File: src/sv/skms_pkg.sv
package skms_pkg;

  // Defaults for the top-level parameters
  localparam int TABLE_DEPTH_DEF = 1024;
  localparam int VALUE_WIDTH_DEF = 64;

  // Fixed field widths of the stream items
  localparam int ITEM_W     = 64;
  localparam int INDEX_W    = 11;
  localparam int COUNT_W    = 16;
  localparam int OUT_DATA_W = 32;

  // Command codes carried in s_tuser
  localparam logic CMD_APPEND = 1'b0;
  localparam logic CMD_SEARCH = 1'b1;

  typedef enum logic [1:0] {
    ST_IDLE,
    ST_PROBE,
    ST_CHECK,
    ST_DONE
  } state_t;

  // Sequencer commands to the probe unit
  typedef struct packed {
    logic start;
    logic probe;
  } probe_ctrl_t;

  // Probe unit status back to the sequencer
  typedef struct packed {
    logic more;
    logic tail;
    logic equal;
  } probe_stat_t;

endpackage

File: src/sv/skms_probe.sv
module skms_probe #(
  parameter int TABLE_DEPTH = skms_pkg::TABLE_DEPTH_DEF,
  parameter int VALUE_WIDTH = skms_pkg::VALUE_WIDTH_DEF
) (
  input  logic                           clk,
  input  skms_pkg::probe_ctrl_t          ctrl,
  input  logic [VALUE_WIDTH-1:0]         key_in,
  input  logic [$clog2(TABLE_DEPTH)-1:0] lower_bound,
  input  logic [$clog2(TABLE_DEPTH+1)-1:0] entry_count,
  input  logic [VALUE_WIDTH-1:0]         rdata,
  output logic [$clog2(TABLE_DEPTH)-1:0] raddr,
  output logic [$clog2(TABLE_DEPTH)-1:0] lo_idx,
  output skms_pkg::probe_stat_t          stat
);

  localparam int AW = $clog2(TABLE_DEPTH);
  localparam int CW = $clog2(TABLE_DEPTH + 1);

  logic [VALUE_WIDTH-1:0] key;
  logic [CW-1:0]          lo;
  logic [CW-1:0]          hi;
  logic [AW-1:0]          pmid;

  logic          less;
  logic [CW-1:0] lb_ext;
  logic [CW-1:0] lo_next;
  logic [CW-1:0] hi_next;
  logic [CW-1:0] start_mid;
  logic [CW-1:0] next_mid;

  // Narrow the range around the entry just read
  always_comb begin
    less      = $signed(rdata) < $signed(key);
    lb_ext    = CW'(lower_bound);
    lo_next   = less ? (CW'(pmid) + CW'(1)) : lo;
    hi_next   = less ? hi : CW'(pmid);
    start_mid = lb_ext + ((entry_count - lb_ext) >> 1);
    next_mid  = lo_next + ((hi_next - lo_next) >> 1);
  end

  // Pick the next read address: first midpoint, next midpoint, or final position
  always_comb begin
    if (ctrl.start) begin
      raddr = start_mid[AW-1:0];
    end else if (lo_next < hi_next) begin
      raddr = next_mid[AW-1:0];
    end else begin
      raddr = lo_next[AW-1:0];
    end
  end

  // Report loop status and the final equality test
  always_comb begin
    stat.more  = lo_next < hi_next;
    stat.tail  = lo_next < entry_count;
    stat.equal = rdata == key;
  end

  assign lo_idx = lo[AW-1:0];

  // Load the range on start, then step it once per probe
  always_ff @(posedge clk) begin
    if (ctrl.start) begin
      key  <= key_in;
      lo   <= lb_ext;
      hi   <= entry_count;
      pmid <= start_mid[AW-1:0];
    end else if (ctrl.probe) begin
      lo   <= lo_next;
      hi   <= hi_next;
      pmid <= raddr;
    end
  end

endmodule

File: config.mk
export PLATFORM = sky130hd
export DESIGN_NAME = skms_probe
export DESIGN_NICKNAME = d
export VERILOG_FILES = /design/src/sv/skms_pkg.sv /design/src/sv/skms_probe.sv
export SDC_FILE = /design/constraint.sdc
export NUM_CORES = 1
export LEC_CHECK = 0
export BUFFER_PORTS_ARGS = -buffer_cell sky130_fd_sc_hd__buf_2
export CAP_MARGIN = 20
export CORE_UTILIZATION = 35
export DETAILED_ROUTE_END_ITERATION = 7
export PLACE_DENSITY_LB_ADDON = 0.12
export SKIP_CTS_REPAIR_TIMING = 1
export SYNTH_ARGS = -nofsm -noshare
export SYNTH_HDL_FRONTEND = slang
export SYNTH_SLANG_ARGS = --single-unit
File: constraint.sdc
create_clock -name clk -period 24.3 [get_ports clk]
set_clock_uncertainty 0.2 [all_clocks]
set_input_delay 3.645 -clock clk [delete_from_list [all_inputs] [get_ports clk]]
set_output_delay 3.645 -clock clk [all_outputs]
set_load 0.1 [all_outputs]
==> results by group, run 1 <==
Timing
  • Final-report hold violation count: 0
  • Unrepaired setup endpoints after global routing: no
  • Final Slew Violations: 0
  • Fmax: 70.6 MHz
  • Normalized max-slew margin: 35.8%
  • Setup slack after layout: 10.13 ns
  • Post-route minimum period: 14.17 ns
  • Actual slew at the worst max-slew pin: 0.964 ns
  • Total of endpoints with negative setup slack in the final report: 0
  • Total Negative Setup Slacks: 0 ns
  • Fraction of the cycle the final worst path needs: 58.3%

Setup path
  • CP Class: input port to primary output
  • Endpoint of the worst register-to-register path: pmid[9]
  • Kind of capture point of the worst setup path: primary output
  • Cell repeated most along the worst path: sky130_fd_sc_hd__nor2_1
  • CP startpoint kind: input port
  • Crit path buf inv count: 5
  • Category of cells accounting for the largest share of critical-path delay: compound AO/OA/AOI/OAI gates
  • Reg2reg path depth: 30
  • CP max-delay cell: sky130_fd_sc_hd__buf_2
  • Slowest Stage Delay on Critical Path: 0.46 ns
  • Arrival time of data at the critical path endpoint: 10.32 ns
  • Setup slack of the most critical reg-to-reg path: 17.36 ns
  • CP required: 20.45 ns
  • Crit Path Max Fanout: 21
  • Origin of the critical flop-to-flop path: key[55]

Finish
  • Fin area: 8970 sq um
  • Fraction of layout instances using a drive strength above 1: 22.4%
  • Fill cell instance count of the final layout: 2171
  • N_diodes: 0
  • # nets final: 1207
  • Layout Area Growth over Synthesis: 18.5%

Route
  • Number of vias per cell after detailed routing: 4.93
  • Violation count after the first detailed-routing iteration: 313
  • Vias: 6032
  • DRT Wirelength: 18700 microns
  • DR pass1 iterations: 4
  • WL/cell: 15.3 microns
  • Post-detailed-route DRC marker count: 0
  • Remaining antenna violation count: 0

Synth
  • Mapped Area: 7560 sq um
  • Proportion of netlist area held by the largest area contributor: 37.7%
  • Cells after synthesis: 782
  • Distinct cell type count after synthesis: 67
  • Post-synthesis cell type with the largest combined area: sky130_fd_sc_hd__edfxtp_1
  • Ys async rst share: 0%
  • Synth Warn #: 0
  • Top_reg_cell synth: sky130_fd_sc_hd__edfxtp_1
  • Sequential-to-total area share from yosys stat: 38.0%
  • Number of storage elements in the synthesis netlist: 96
  • Post-Syn Area per Cell: 9.67 sq um
  • Largest cells by area after synthesis: sky130_fd_sc_hd__edfxtp_1 (38%), sky130_fd_sc_hd__ha_1 (18%), sky130_fd_sc_hd__inv_1 (5.7%), sky130_fd_sc_hd__xnor2_1 (4.3%), sky130_fd_sc_hd__a21oi_1 (4.2%)
  • EDFF count, synth: 95
  • Net Count, Synth: 1045

Power
  • Power density relative to cell area: 129 nW/um^2
  • Max VDD drop: 0.000102 V
  • LEAKAGE: 4.29 nW

Global route
  • Pin count of the biggest net entering global routing: 69
  • Total grt overflow: 0
  • Via count of the first global-routing pass: 5769
  • Global-route wire length before repair: 29600 microns
  • Total global routing track utilization: 17.3%
  • Antenna violations before repair: 0

Die
  • Vertical die dimension: 149 microns
  • Initial Utilization: 35.9%
  • Core region area: 21100 sq um
  • Full die area: 22200 sq um
  • Ports placed on the boundary: 175
  • Standard-cell rows: 53
  • Die boundary width: 149 microns

CTS
  • Clock insertion delay at the later pin of the skew report: 0.35 ns
  • Total clock buffers created by CTS: 9
  • Clock-pin slew on the worst setup and hold paths: 0.08 ns
  • Buffer levels on the longest clock path: 2
  • Number of levels the H-tree was split into: 3
  • CTS Root Buffer Type: sky130_fd_sc_hd__clkbuf_16
  • TritonCTS clock tree: built
  • Clock sink total: 96

Placement
  • Area post-placement: 8660 sq um
  • Number of buffers inserted by port buffering: 174
  • Routability congestion estimate from global placement: 0.860
  • Detailed-placement wirelength estimate: 15100 microns
  • Pre-CTS setup slack: 10.16 ns

Min path
  • Hold Crit Endpoint: lo[10]
  • Hold WC Path Type: flip-flop to flip-flop
  • Startpoint of the tightest hold check path: lo[10]
  • Hold path cells: 2

Outcome
  • Run status: finished clean

Run
  • Number of max-cap violations: 0
how the worst max path moves through the flow:
stage	start	to	depth (start not counted)
final	rdata[63]	raddr[7]	31
after global routing	rdata[63]	raddr[7]	32
after CTS	rdata[31]	raddr[7]	31
after detailed placement	rdata[31]	raddr[7]	31
after global placement	rdata[45]	raddr[7]	29
after floorplan	rdata[21]	raddr[7]	29
cell usage after synthesis (3+ instances only):
master	count
sky130_fd_sc_hd__edfxtp_1	95
sky130_fd_sc_hd__buf_2	3
sky130_fd_sc_hd__inv_1	115
sky130_fd_sc_hd__a21o_1	17
sky130_fd_sc_hd__or2_2	6
sky130_fd_sc_hd__a211o_1	3
sky130_fd_sc_hd__o21a_1	10
sky130_fd_sc_hd__a21oi_1	64
sky130_fd_sc_hd__o21ai_1	5
sky130_fd_sc_hd__nor4_1	4
sky130_fd_sc_hd__nand2b_1	8
sky130_fd_sc_hd__nor2b_1	9
sky130_fd_sc_hd__mux2i_1	12
sky130_fd_sc_hd__nand3_1	17
sky130_fd_sc_hd__xnor2_1	37
sky130_fd_sc_hd__o21bai_1	3
sky130_fd_sc_hd__o21ai_0	29
sky130_fd_sc_hd__nor3_1	7
sky130_fd_sc_hd__a31oi_1	3
sky130_fd_sc_hd__mux2_2	4
sky130_fd_sc_hd__fa_1	3
sky130_fd_sc_hd__o211ai_1	3
sky130_fd_sc_hd__a2111o_1	3
sky130_fd_sc_hd__a22oi_1	3
sky130_fd_sc_hd__nor2_1	46
sky130_fd_sc_hd__xor2_1	7
sky130_fd_sc_hd__a211oi_1	5
sky130_fd_sc_hd__nand2_1	58
sky130_fd_sc_hd__nand4_1	20
sky130_fd_sc_hd__buf_4	10
sky130_fd_sc_hd__and3_1	3
sky130_fd_sc_hd__ha_1	108
sky130_fd_sc_hd__maj3_1	3
sky130_fd_sc_hd__o31a_1	3
sky130_fd_sc_hd__and2_1	3
sky130_fd_sc_hd__clkbuf_1	10
report_power, final:
part	leakage (nW)	internal [mW]	total (mW)	switching [mW]
Combinational	3.19	0.258	0.762	0.504
Clock	0.146	0.0817	0.150	0.0684
Sequential	0.953	0.217	0.240	0.0232
Total	4.29	0.557	1.15	0.596
routing by layer:
metal	track usage (%)	wire length, microns	part of all wire (%)	up-vias
met5	0	0	0	-
met3	2.81	963	5.1	18
li1	-	-	-	3113
met1	24.2	9220	49	2742
met2	27.4	8220	44	159
met4	5.00	320	1.7	0
state kept, by name (all words and copies together), names as in the netlist:
signal,count
hi,11
key,64
lo,11
pmid,10
metrics by stage:
stage               total power [mW]  hold WS (ns)  utilization [%]  cells
floorplan                      0.847         0.278                -    782
CTS                             1.15         0.311             42.5   1224
finish                          1.15         0.312             42.5   1224
global route                    1.24         0.349             42.5   1224
global placement                1.00         0.287             41.1   1208
detailed placement             0.998         0.298             41.1   1208
tightest hold or removal path: stages (launching register included):
cell                       delay (ns)
sky130_fd_sc_hd__dfxtp_1         0.32
sky130_fd_sc_hd__nor2_1          0.10
sky130_fd_sc_hd__a211oi_1        0.05
cell type report:
cell class	instances	area, sq um	area share, %
multi-input cells	545	4120	46.0
flip-flops and latches	96	2870	32.0
repair buffers	176	888	9.91
inverters	116	435	4.86
well taps	275	344	3.84
clock buffers	10	229	2.55
clock inverters	6	75.1	0.837
cell usage in the layout (no fill, tap or decap), types with 4 or more instances in the layout:
| master | instances |
|---|---|
| sky130_fd_sc_hd__a211oi_1 | 5 |
| sky130_fd_sc_hd__nand3_1 | 17 |
| sky130_fd_sc_hd__nand4_1 | 20 |
| sky130_fd_sc_hd__nor3_1 | 7 |
| sky130_fd_sc_hd__o21ai_0 | 29 |
| sky130_fd_sc_hd__buf_2 | 173 |
| sky130_fd_sc_hd__nor2b_1 | 9 |
| sky130_fd_sc_hd__mux2i_1 | 12 |
| sky130_fd_sc_hd__nor4_1 | 4 |
| sky130_fd_sc_hd__or2_2 | 6 |
| sky130_fd_sc_hd__a21o_1 | 17 |
| sky130_fd_sc_hd__nand2b_1 | 8 |
| sky130_fd_sc_hd__nand2_1 | 58 |
| sky130_fd_sc_hd__nor2_1 | 46 |
| sky130_fd_sc_hd__ha_1 | 108 |
| sky130_fd_sc_hd__o21ai_1 | 5 |
| sky130_fd_sc_hd__xnor2_1 | 37 |
| sky130_fd_sc_hd__edfxtp_1 | 95 |
| sky130_fd_sc_hd__inv_1 | 115 |
| sky130_fd_sc_hd__xor2_1 | 7 |
| sky130_fd_sc_hd__clkbuf_16 | 9 |
| sky130_fd_sc_hd__mux2_2 | 4 |
| sky130_fd_sc_hd__a21oi_1 | 64 |
| sky130_fd_sc_hd__o21a_1 | 10 |
cells by family (layout without fill, tap and decap cells):
kind of cell	Yosys count	count (layout)	synth area share [%]
simple gates	187	187	11.8
compound gates	182	182	16.0
buf+inv	141	308	7.54
fa+ha+maj	116	116	19.4
flops	96	96	38.0
xor+xnor	44	44	5.09
mux	16	16	2.18
Note: power is estimated with default switching activity, not from simulation.
==> run 2, diff against run 1 <==
Settings changed: ABC_AREA set to 1.
Clock period 24.3 ns to 13.64 ns, I/O delays scaled along.
==> run 2 against run 1 <==
Net effect:
- cell count up 12%
- register-to-register slack worse by 9.2 ns
- largest cell class unchanged
- worst setup slack worse by 5.9 ns
==> results by group, run 2 <==
Synth
  • Net Count, Synth: 1182 (+13%)
  • Synth cell count leaders: sky130_fd_sc_hd__nand2_1 (201), sky130_fd_sc_hd__inv_1 (165), sky130_fd_sc_hd__ha_1 (108)
  • Proportion of netlist area held by the largest area contributor: 37.4% (-0.36 points)
  • Distinct cell type count after synthesis: 43 (-36%)
  • Top_reg_cell synth: sky130_fd_sc_hd__edfxtp_1
  • Mapped Area: 7640 sq um (+0.96%)
  • Most repeated cell in the gate-level netlist after synthesis: sky130_fd_sc_hd__nand2_1
  • Sequential-to-total area share from yosys stat: 37.6% (-0.36 points)
  • EDFF count, synth: 95 (unchanged)
  • Cells after synthesis: 919 (+18%)
  • Ys async rst share: 0% (unchanged)
  • Number of storage elements in the synthesis netlist: 96 (unchanged)
  • Largest cells by area after synthesis: sky130_fd_sc_hd__edfxtp_1 (37%), sky130_fd_sc_hd__ha_1 (18%), sky130_fd_sc_hd__nand2_1 (9.9%), sky130_fd_sc_hd__inv_1 (8.1%), sky130_fd_sc_hd__a21oi_1 (4.3%)
  • Synth Warn #: 0 (unchanged)
  • Post-Syn Area per Cell: 8.31 sq um (-14%)
  • Post-synthesis cell type with the largest combined area: sky130_fd_sc_hd__edfxtp_1

Setup path
  • CP startpoint kind: input port
  • Arrival time of data at the critical path endpoint: 7.15 ns (-3.17 ns)
  • Reg2reg path depth: 30 (unchanged)
  • Setup slack of the most critical reg-to-reg path: 8.18 ns (-9.18 ns)
  • CP Class: input port to primary output
  • Crit Path Max Fanout: 22 (+4.8%)
  • Kind of capture point of the worst setup path: primary output
  • Category of cells accounting for the largest share of critical-path delay: simple AND/OR/NAND/NOR gates
  • Slowest Stage Delay on Critical Path: 0.49 ns (+0.03 ns)
  • CP max-delay cell: sky130_fd_sc_hd__o21ai_0
  • Crit path buf inv count: 4 (-1)
  • CP Depth: 31 (unchanged)
  • Cell repeated most along the worst path: sky130_fd_sc_hd__nand2_1
  • CP required: 11.39 ns (-9.06 ns)

Power
  • Cell internal power dissipation: 0.893 mW (+60%)
  • Portion of total power attributed to sequential cells: 20.9% (about the same)
  • Overall Power: 1.97 mW (+71%)
  • Power share of the combinational group: 66.6% (+0.5 points)
  • P_sw: 1.08 mW (+81%)
  • Max VDD drop: 0.000176 V (+73%)
  • Power density relative to cell area: 218 nW/um^2 (+70%)
  • Proportion of total power due to net switching: 54.7% (+3.0 points)
  • LEAKAGE: 4.73 nW (+10%)
  • Clock group share of total power: 12.5% (-0.5 points)

Placement
  • Number of buffers inserted by port buffering: 174 (unchanged)
  • Cell Count Post-Placement: 1352 (+12%)
  • Detailed-placement wirelength estimate: 15000 microns (-0.39%)
  • Routability congestion estimate from global placement: 0.807 (-6.2%)

Route
  • DR pass1 iterations: 4 (unchanged)
  • Remaining antenna violation count: 0 (unchanged)
  • DRT Wirelength: 18300 microns (-2.5%)
  • Vias: 6354 (+5.3%)
  • Number of vias per cell after detailed routing: 4.64 (-5.8%)
  • Post-detailed-route DRC marker count: 0 (unchanged)
  • WL/cell: 13.3 microns (-13%)
  • Violation count after the first detailed-routing iteration: 269 (-14%)

Outcome
  • Run status: finished clean

CTS
  • Number of levels the H-tree was split into: 3 (unchanged)
  • TritonCTS clock tree: built
  • Clock sink total: 96 (unchanged)
  • Clock insertion delay at the later pin of the skew report: 0.35 ns (about the same)
  • CTS Root Buffer Type: sky130_fd_sc_hd__clkbuf_16
  • Buffer levels on the longest clock path: 2 (unchanged)
  • Total clock buffers created by CTS: 9 (unchanged)
  • Clock-pin slew on the worst setup and hold paths: 0.07 ns (about the same)

Timing
  • Unrepaired setup endpoints after global routing: no
  • Fraction of the cycle the final worst path needs: 68.9%
  • Fin Hold WS: 0.372 ns (+0.0596 ns)
  • Fmax: 106 MHz
  • Final-report hold violation count: 0 (unchanged)
  • Normalized max-slew margin: 38.6% (+2.9 points)
  • Total of endpoints with negative setup slack in the final report: 0 (unchanged)
  • Total Negative Setup Slacks: 0 ns (unchanged)
  • Actual slew at the worst max-slew pin: 0.921 ns (-0.0432 ns)
  • Post-route minimum period: 9.39 ns
  • Final Slew Violations: 0 (unchanged)

Global route
  • Antenna violations before repair: 0 (unchanged)
  • Global-route wire length before repair: 29700 microns (+0.35%)
  • Total global routing track utilization: 17.0% (-0.32 points)
  • Via count of the first global-routing pass: 6197 (+7.4%)
  • Total grt overflow: 0 (unchanged)
  • Pin count of the biggest net entering global routing: 72 (+4.3%)

Finish
  • Leading registers by flop count: key: 64 flops, hi: 11 flops, lo: 11 flops
  • Utilization after layout: 42.6% (+0.076 points)
  • Flip-flop count of the largest register, all copies and words added: 64 (unchanged)
  • Commonest non-fill, non-tap cells in the layout: sky130_fd_sc_hd__nand2_1 (201), sky130_fd_sc_hd__buf_2 (173), sky130_fd_sc_hd__inv_1 (165)
  • Number of cells in the finished layout apart from fillers: 1368 (+12%)
  • Fraction of layout instances using a drive strength above 1: 21.2% (-1.2 points)
  • Leading cell type in the layout, fill and taps excluded: sky130_fd_sc_hd__nand2_1
  • Layout Area Growth over Synthesis: 18.3%
  • N_diodes: 0 (unchanged)
  • Register name with the most flops: key
  • # nets final: 1351 (+12%)

Min path
  • Hold WC Path Type: flip-flop to flip-flop
  • Hold path cells: 2 (unchanged)

Die
  • Full die area: 22400 sq um (+0.95%)
  • Core region area: 21200 sq um (+0.63%)
  • Die boundary width: 150 microns (+0.47%)
  • Ports placed on the boundary: 175 (unchanged)
  • Initial Utilization: 36.0% (+0.12 points)
  • Vertical die dimension: 150 microns (+0.47%)
  • Standard-cell rows: 53 (unchanged)

Run
  • Number of max-cap violations: 0 (unchanged)
==> run 2: final timing paths <==
check / from / endpoint
worst min-delay path: lo[10] / lo[10]
worst max-delay path: rdata[63] / raddr[9]
worst min register to register: lo[10] / lo[10]
worst max register to register: key[63] / pmid[8]
==> run 2: cells by family (layout without fill, tap and decap cells) <==
family | Yosys count | after routing | synth area share, %
buffers and inverters | 183 | 357 | 9.58
AOI/OAI and AO/OA | 146 | 146 | 10.4
adders and majority gates | 111 | 111 | 18.5
DFF | 96 | 96 | 37.6
xor gates and xnor gates | 28 | 28 | 3.21
and+or+nand+nor | 355 | 355 | 20.7
==> run 2: power groups by stage <==
stage	registers (mW)	logic, mW	clock network, mW
after global routing	0.419	1.47	0.264
after global placement	0.420	1.32	0
final	0.413	1.31	0.247
after floorplan	0.409	1.06	0
after CTS	0.413	1.32	0.254
after detailed placement	0.420	1.31	0
==> run 2: area by class of cell <==
cell class	count	area, sq um
fillers	2222	12200
multi-input cells	640	4030
flip-flops and latches	96	2870
repair buffers	176	888
inverters	165	619
well taps	275	344
clock buffers	9	225
clock inverters	7	56.3
==> run 2: routing by layer <==
metal  GRT usage, %  routed length, microns  vias to the layer above
met5              0                       0                        -
met4           4.09                     142                        0
met3           3.02                     921                        8
met2           28.8                    8390                      133
met1           22.3                    8800                     2835
li1               -                       -                     3378
==> run 2: through the flow <==
stage	worst slack (ns)	cell area, sq um
2_1_floorplan	4.18	7640
3_5_place_dp	4.18	8760
6_report	4.25	9040
3_3_place_gp	4.20	8760
5_1_grt	3.75	9040
4_1_cts	4.17	9040
==> run 2: worst min-delay path: stages (launching register included) <==
cell and delay [ns]:
sky130_fd_sc_hd__dfxtp_1 0.32, sky130_fd_sc_hd__o21ai_0 0.16, sky130_fd_sc_hd__a21oi_1 0.05
==> run 3, diff against run 2 <==
Clock period 13.64 ns to 9.3 ns, I/O delays scaled along.
==> run 3 against run 2 <==
Net effect:
- critical path type unchanged
- first-iteration DRC count increased by 1.1%
- cell area unchanged
- highest routed layer unchanged
- non-clock buffer count unchanged
- die area unchanged
- utilization stayed put
- sequential power rose by 46%
- sequential share of layout area stayed put
- total power up 47%
- combinational power rose by 47%
- register-to-register slack worse by 4.3 ns
- critical path depth shrank 6
==> results by group, run 3 (synthesized netlist as in run 2, its figures left out) <==
Setup path
  • CP startpoint kind: input port
  • Kind of capture point of the worst setup path: primary output
  • CP Class: input port to primary output
  • Arrival time of data at the critical path endpoint: 6.45 ns (-0.70 ns)
  • Endpoint of the worst register-to-register path: pmid[8]
  • CP required: 7.71 ns (-3.68 ns)
  • Origin of the critical flop-to-flop path: key[63]
  • Crit Path Max Fanout: 22 (unchanged)
  • Setup slack of the most critical reg-to-reg path: 3.90 ns (-4.28 ns)
  • Reg2reg path depth: 30 (unchanged)

Timing
  • Actual slew at the worst max-slew pin: 0.935 ns (+0.0149 ns)
  • Final Slew Violations: 0 (unchanged)
  • Fmax: 124 MHz
  • Post-route minimum period: 8.04 ns
  • Final-report hold violation count: 0 (unchanged)
  • Total of endpoints with negative setup slack in the final report: 0 (unchanged)
  • Setup slack after layout: 1.26 ns (-2.99 ns)
  • Total Negative Setup Slacks: 0 ns (unchanged)
  • Fraction of the cycle the final worst path needs: 86.5%
  • Fin Hold WS: 0.374 ns (+0.00184 ns)
  • Unrepaired setup endpoints after global routing: no
  • Normalized max-slew margin: 37.6% (-0.99 points)

Die
  • Die boundary width: 150 microns (unchanged)
  • Vertical die dimension: 150 microns (unchanged)
  • Initial Utilization: 36.0% (unchanged)
  • Ports placed on the boundary: 175 (unchanged)
  • Standard-cell rows: 53 (unchanged)
  • Full die area: 22400 sq um (unchanged)
  • Core region area: 21200 sq um (unchanged)

Min path
  • Hold WC Path Type: flip-flop to flip-flop
  • Startpoint of the tightest hold check path: lo[10]
  • Hold Crit Endpoint: lo[10]
  • Hold path cells: 2 (unchanged)

Power
  • LEAKAGE: 4.73 nW (unchanged)
  • Max VDD drop: 0.000250 V (+42%)
  • Power density relative to cell area: 320 nW/um^2 (+47%)
  • Overall Power: 2.90 mW (+47%)

Finish
  • Commonest non-fill, non-tap cells in the layout: sky130_fd_sc_hd__nand2_1 (201), sky130_fd_sc_hd__buf_2 (173), sky130_fd_sc_hd__inv_1 (165)
  • Leading cell type in the layout, fill and taps excluded: sky130_fd_sc_hd__nand2_1
  • Fill cell instance count of the final layout: 2207 (-0.68%)
  • Multi-input gate area: 4030 sq um (unchanged)
  • Sequential cell area: 2870 sq um (unchanged)
  • Leading registers by flop count: key: 64 flops, hi: 11 flops, lo: 11 flops
  • Flip-flop count of the largest register, all copies and words added: 64 (unchanged)
  • Fraction of layout instances using a drive strength above 1: 21.2% (unchanged)
  • # nets final: 1351 (unchanged)
  • N_diodes: 0 (unchanged)
  • Layout Area Growth over Synthesis: 18.3% (unchanged)
  • Register name with the most flops: key

Global route
  • Via count of the first global-routing pass: 6210 (+0.21%)
  • Antenna violations before repair: 0 (unchanged)
  • Total global routing track utilization: 16.9% (-0.11 points)
  • Global-route wire length before repair: 29500 microns (-0.65%)
  • Pin count of the biggest net entering global routing: 72 (unchanged)
  • Total grt overflow: 0 (unchanged)

CTS
  • Number of levels the H-tree was split into: 3 (unchanged)
  • Clock insertion delay at the later pin of the skew report: 0.36 ns (about the same)
  • Total clock buffers created by CTS: 9 (unchanged)
  • Buffer levels on the longest clock path: 2 (unchanged)
  • Clock sink total: 96 (unchanged)
  • TritonCTS clock tree: built
  • CTS Root Buffer Type: sky130_fd_sc_hd__clkbuf_16
  • Clock-pin slew on the worst setup and hold paths: 0.07 ns (about the same)

Run
  • Number of max-cap violations: 0 (unchanged)

Route
  • WL/cell: 13.4 microns (about the same)
  • Post-detailed-route DRC marker count: 0 (unchanged)
  • Violation count after the first detailed-routing iteration: 272 (+1.1%)
  • Remaining antenna violation count: 0 (unchanged)
  • Number of vias per cell after detailed routing: 4.64 (unchanged)
  • Vias: 6354 (unchanged)
  • DRT Wirelength: 18300 microns (about the same)
  • DR pass1 iterations: 4 (unchanged)

Placement
  • Pre-CTS setup slack: 1.21 ns (-2.97 ns)
  • Detailed-placement wirelength estimate: 15000 microns (-0.53%)
  • Number of buffers inserted by port buffering: 174 (unchanged)
  • Routability congestion estimate from global placement: 0.806 (about the same)

Outcome
  • Run status: finished clean
==> run 3: cell counts in the layout (fill, tap and decap cells not counted) <==
No cell type changed its count.
==> run 3: critical path, stage by stage <==
cell	delay, ns
sky130_fd_sc_hd__buf_2	0.10
sky130_fd_sc_hd__ha_1	0.39
sky130_fd_sc_hd__nand4_1	0.18
sky130_fd_sc_hd__nor3_2	0.18
sky130_fd_sc_hd__nand3_2	0.13
sky130_fd_sc_hd__nor2_2	0.23
sky130_fd_sc_hd__nand2_2	0.12
sky130_fd_sc_hd__nand3_2	0.20
sky130_fd_sc_hd__nand2_4	0.21
sky130_fd_sc_hd__o21ai_0	0.56
sky130_fd_sc_hd__inv_1	0.11
sky130_fd_sc_hd__ha_1	0.40
sky130_fd_sc_hd__nand2_1	0.14
sky130_fd_sc_hd__inv_1	0.06
sky130_fd_sc_hd__a21oi_1	0.23
sky130_fd_sc_hd__xnor2_1	0.16
sky130_fd_sc_hd__ha_1	0.29
sky130_fd_sc_hd__a21oi_1	0.25
sky130_fd_sc_hd__nor2_1	0.07
sky130_fd_sc_hd__a211oi_1	0.23
sky130_fd_sc_hd__nand3_1	0.11
sky130_fd_sc_hd__nand3_1	0.12
sky130_fd_sc_hd__nand2_1	0.08
sky130_fd_sc_hd__nand2_1	0.08
sky130_fd_sc_hd__buf_2	0.42
==> run 3: layer usage <==
layer / part of all wire (%) / GRT usage, % / vias to the layer above
met4: 1.3 / 5.45 / 0
met2: 46 / 28.9 / 151
met3: 4.9 / 2.16 / 13
li1: - / - / 3371
met5: 0 / 0 / -
met1: 48 / 21.9 / 2819
==> run 3: where the power goes <==
| part | switching, mW | internal, mW |
|---|---|---|
| clock network | 0.178 | 0.184 |
| logic | 1.37 | 0.561 |
| registers | 0.0407 | 0.565 |
==> run 3: how the worst max path moves through the flow <==
stage                    from       end  slack (ns)
floorplan           rdata[63]  raddr[2]        1.14
global placement    rdata[63]  raddr[8]        1.16
detailed placement  rdata[63]  raddr[8]        1.21
CTS                 rdata[63]  raddr[9]        1.19
global route        rdata[63]  raddr[9]        0.74
finish              rdata[63]  raddr[9]        1.26
==> run 3: cell type report <==
class / instances / area share (%)
Multi-Input combinational cell: 640 / 44.6
Sequential cell: 96 / 31.8
Timing Repair Buffer: 176 / 9.83
Inverter: 165 / 6.85
Tap cell: 275 / 3.81
Clock buffer: 9 / 2.49
Clock inverter: 7 / 0.623
==> run 3: stage by stage <==
| step | instance area (sq um) | std cells | util (%) |
|---|---|---|---|
| finish | 9040 | 1368 | 42.6 |
| CTS | 9040 | 1368 | 42.6 |
| global route | 9040 | 1368 | 42.6 |
| floorplan | 7640 | 919 | - |
| detailed placement | 8760 | 1352 | 41.3 |
| global placement | 8760 | 1352 | 41.3 |
